$ cat src/rtl/scrs_pkg.sv
// Shared types and constants for the sorted coordinate range search unit.
package scrs_pkg;

    localparam int POINTS_MAX   = 512;
    localparam int SEARCH_STEPS = 16;

    localparam int IDX_W  = $clog2(POINTS_MAX);
    localparam int CNT_W  = 10;
    localparam int X_W    = 10;
    localparam int END_W  = X_W + 1;
    localparam int STEP_W = $clog2(SEARCH_STEPS);

    localparam logic REQ_WRITE = 1'b0;
    localparam logic REQ_QUERY = 1'b1;

    typedef struct packed {
        logic             req_type;
        logic [8:0]       point_index;
        logic [X_W-1:0]   point_x;
        logic [X_W-1:0]   window_start;
        logic [X_W-1:0]   window_end;
    } req_t;

    typedef struct packed {
        logic       found;
        logic [8:0] first_index;
        logic [8:0] last_index;
    } res_t;

    typedef struct packed {
        logic below_start;
        logic at_or_past_end;
    } cmp_flags_t;

endpackage

$ cat src/rtl/scrs_window_cmp.sv
// Shared window comparator applied to every coordinate read from the table.
module scrs_window_cmp (
    input  logic [scrs_pkg::X_W-1:0]   px,
    input  logic [scrs_pkg::X_W-1:0]   win_start,
    input  logic [scrs_pkg::END_W-1:0] win_end,
    output scrs_pkg::cmp_flags_t       flags
);
    import scrs_pkg::*;

    always_comb
    begin
        flags.below_start    = (px < win_start);
        flags.at_or_past_end = ({1'b0, px} >= win_end);
    end

endmodule
$ cat config.mk
export PLATFORM = sky130hd
export DESIGN_NAME = scrs_window_cmp
export DESIGN_NICKNAME = d
export VERILOG_FILES = /design/src/rtl/scrs_pkg.sv /design/src/rtl/scrs_window_cmp.sv
export SDC_FILE = /design/constraint.sdc
export NUM_CORES = 1
export LEC_CHECK = 0
export ABC_AREA = 1
export BUFFER_PORTS_ARGS = -buffer_cell sky130_fd_sc_hd__buf_2
export CAP_MARGIN = 20
export CORE_UTILIZATION = 30
export DETAILED_ROUTE_END_ITERATION = 8
export RECOVER_POWER = 50
export SETUP_SLACK_MARGIN = 0.2
export SLEW_MARGIN = 10
export SYNTH_ARGS = -nofsm -noshare
export SYNTH_HDL_FRONTEND = slang
export SYNTH_SLANG_ARGS = --single-unit
$ cat constraint.sdc
create_clock -name vclk -period 3
set_clock_uncertainty 0.2 [all_clocks]
set_input_delay 0.3 -clock vclk [all_inputs]
set_output_delay 0.3 -clock vclk [all_outputs]
set_load 0.005 [all_outputs]
Word level (Yosys, flattened, before mapping)
Cells that the tools add are included.
Word-level totals
  register bits: 0
  latch bits: 0
  memory bits (writable): 0
  ROM bits: 0
  output and inout bits: 2
  memories: 0
Operators by class
  add/sub/neg operators: 0
  $mul: 0
  div/mod/pow operators: 0
  order comparisons: 2
  equality and inequality tests: 0
  shift operators: 0
  muxes and demuxes: 0
  bitwise operators: 0
  reduce and logical (&&, ||, !) cells: 0
Operator list (count)
  $ge 10x11->1: 1
  $lt 10x10->1: 1

Longest topological paths before layout
  depth after elaboration: 1
  mapped depth: 10
  depth with buffers taken out: 10

Least setup slack after synthesis
OpenSTA, ideal clock, no wires.
  path kind: input-to-output
  start point: input win_start[9] in the netlist's numbering
  end point: output flags[1] in the netlist's numbering
  arrival time: 1.004 ns
  required time: 2.500 ns
  slack: 1.496 ns
  stages on the path: 6
  cells stage by stage: inv_1 > ha_1 > a21o_1 > nor2_1 > nand2_1 > nor2_1
RTL lines
  from (decl): RTL line scrs_window_cmp.sv:4  | input logic [scrs_pkg::X_W-1:0] win_start,
  to (decl): RTL line scrs_window_cmp.sv:6  | output scrs_pkg::cmp_flags_t flags

==> summary.md <==
| Metric | Value |
|---|---|
| CP endpoint kind | output port |
| Via count | 607 |
| Largest net degree at the start of global routing | 4 |
| Residual DRC | 0 |
| Net total in the final layout | about 180 |
| Final Power | between 80 and 90 uW |
| Initial Util | 0.3201 |
| Seq/Total Area, Yosys | 0 |
| GRT overflow | 0 |
| Pre-Repair DR Iteration Count | 2 |
| Hold buffer count at cts | 0 |
| Final setup viols | 0 |
| Fmax | 583.8 MHz |
| Die Ht | 44.69 um |
| IO Count | 33 |
| Seq Cell Count | 0 |
| Worst EP required | 2.50 ns |
| Number of port buffers | 33 |
| DRT iter0 DRCs | 3 |
| Register Area | 0 um2 |
| Period utilization | 0.5710 |
| Synthesized cell area | 546.8 um2 |
| Number of max-cap violations | 0 |
| Peak supply drop | about 0.000037 V |
| Layout clock buffers | 0 |
| Post-synthesis cell count | 96 |
| Post-synth cell types | 9 |
| Static Leakage | 0.5367 nW |
| CORE AREA | 1708 um2 |
| Total global-route track usage | 0.1129 |
| Post-DP HPWL | slightly above 1000 um |
| Worst-margin pin slew | 0.1439 ns |
| Tmin final | between 1.5 and 2 ns |
| Net count after synthesis | roughly 150 |
| WL/cell | 6.539 um |
| Rel. slew slack | 0.9033 |
| WHS | 0.8305 ns |
| Syn Area/Cell | around 5.7 um2 |
| Synth warn | 0 |
| Wire length of the first global-routing pass | 1800 um |
| Status | completed |
| Vias in the first global route | 510 |
| Slew Viols, Final | 0 |
| WS Path Type | in -> out |
| Fraction of layout cells with a size suffix above 1 | 0.2636 |
| Hold Path Class | in -> out |
| Die area | 1997 um2 |
| # Post-CTS Setup Buffers | 0 |
| Pwr per Cell Area | 112.1 nW/um2 |
| Antenna cells | 0 |
| Arrival time worst endpoint | around 1.2 ns |
| Vias per inst | 3.942 |
| Initial antenna violation count | 0 |
| RSZ-0062 raised after global routing | no |
| Routability cong. | 0.6472 |
| Rows | 15 |
| Die X | 44.69 um |
| Critical path startpoint category | primary input |
| Worst-path fanout max | 2 |
| Hold Fails Final Rpt | 0 |
| WL final | around 1000 um |
| Post-CTS sizing | 0 |
| Post-route setup TNS | 0 ns |
| Antenna Violating Nets Remaining | 0 |
| Area grow syn2layout | 35.70% |
## report_power, final
part | switching, mW | internal (mW)
sequential | 0 | 0
combinational | 0.0415 | 0.0417
clock | 0 | 0
total | 0.0415 | 0.0417
## cell usage in the layout (no fill, tap or decap)
master / count
buf_2: 32
nor2_2: 2
nor3_1: 1
clkbuf_1: 1
nand3b_1: 1
a21oi_1: 5
nand2_1: 32
ha_1: 19
a21o_1: 1
inv_1: 30
nor2_1: 5
## area by class of cell
| class | instances | area, um2 |
|---|---|---|
| Multi-Input combinational cell | 66 | 434.2 |
| Timing Repair Buffer | 33 | 163.9 |
| Inverter | 30 | 112.6 |
| Tap cell | 25 | 31.28 |
| Fill cell | 191 | 965.9 |
## worst max-delay path, stage by stage
cell     delay, ns
buf_2         0.11
ha_1          0.30
nand2_1       0.07
inv_1         0.04
nand2_1       0.05
nand2_1       0.04
a21oi_1       0.11
nand2_1       0.06
buf_2         0.12
## through the flow
step,utilization,instance area [um2],instances,setup slack [ns]
final,0.4344,742.0,154,1.287
after floorplan,-,546.8,96,1.496
after global routing,0.4344,742.0,154,1.130
after CTS,0.4352,743.2,154,1.274
after global placement,0.4352,743.2,154,1.263
after detailed placement,0.4352,743.2,154,1.276
## worst paths after layout
check / end / slack, ns / startpoint / depth (start not counted)
worst min-delay path: flags[1] / 0.83 / win_start[0] / 6
worst max-delay path: flags[0] / 1.29 / px[6] / 9
## cells in the mapped netlist (all sizes together)
cell type,number,area share
nand2,32,0.22
inv,30,0.21
ha,19,0.43
nor2,7,0.057
a21oi,5,0.046
a21o,1,0.014
nand3b,1,0.014
nor3,1,0.0091
## cell families after synthesis
logic type	share of synthesized area
compound gates	0.05949
simple gates	0.2998
buf+inv	0.2060
fa+ha+maj	0.4348
## metal layers
metal | global-route usage | vias to the layer above | wire length [um]
met2 | 0.2206 | 13 | 503
met3 | 0.004000 | 0 | 36
met4 | 0 | 0 | 0
met5 | 0 | - | 0
li1 | - | 351 | -
met1 | 0.1446 | 243 | 467
Note: power is estimated with default switching activity, not from simulation.
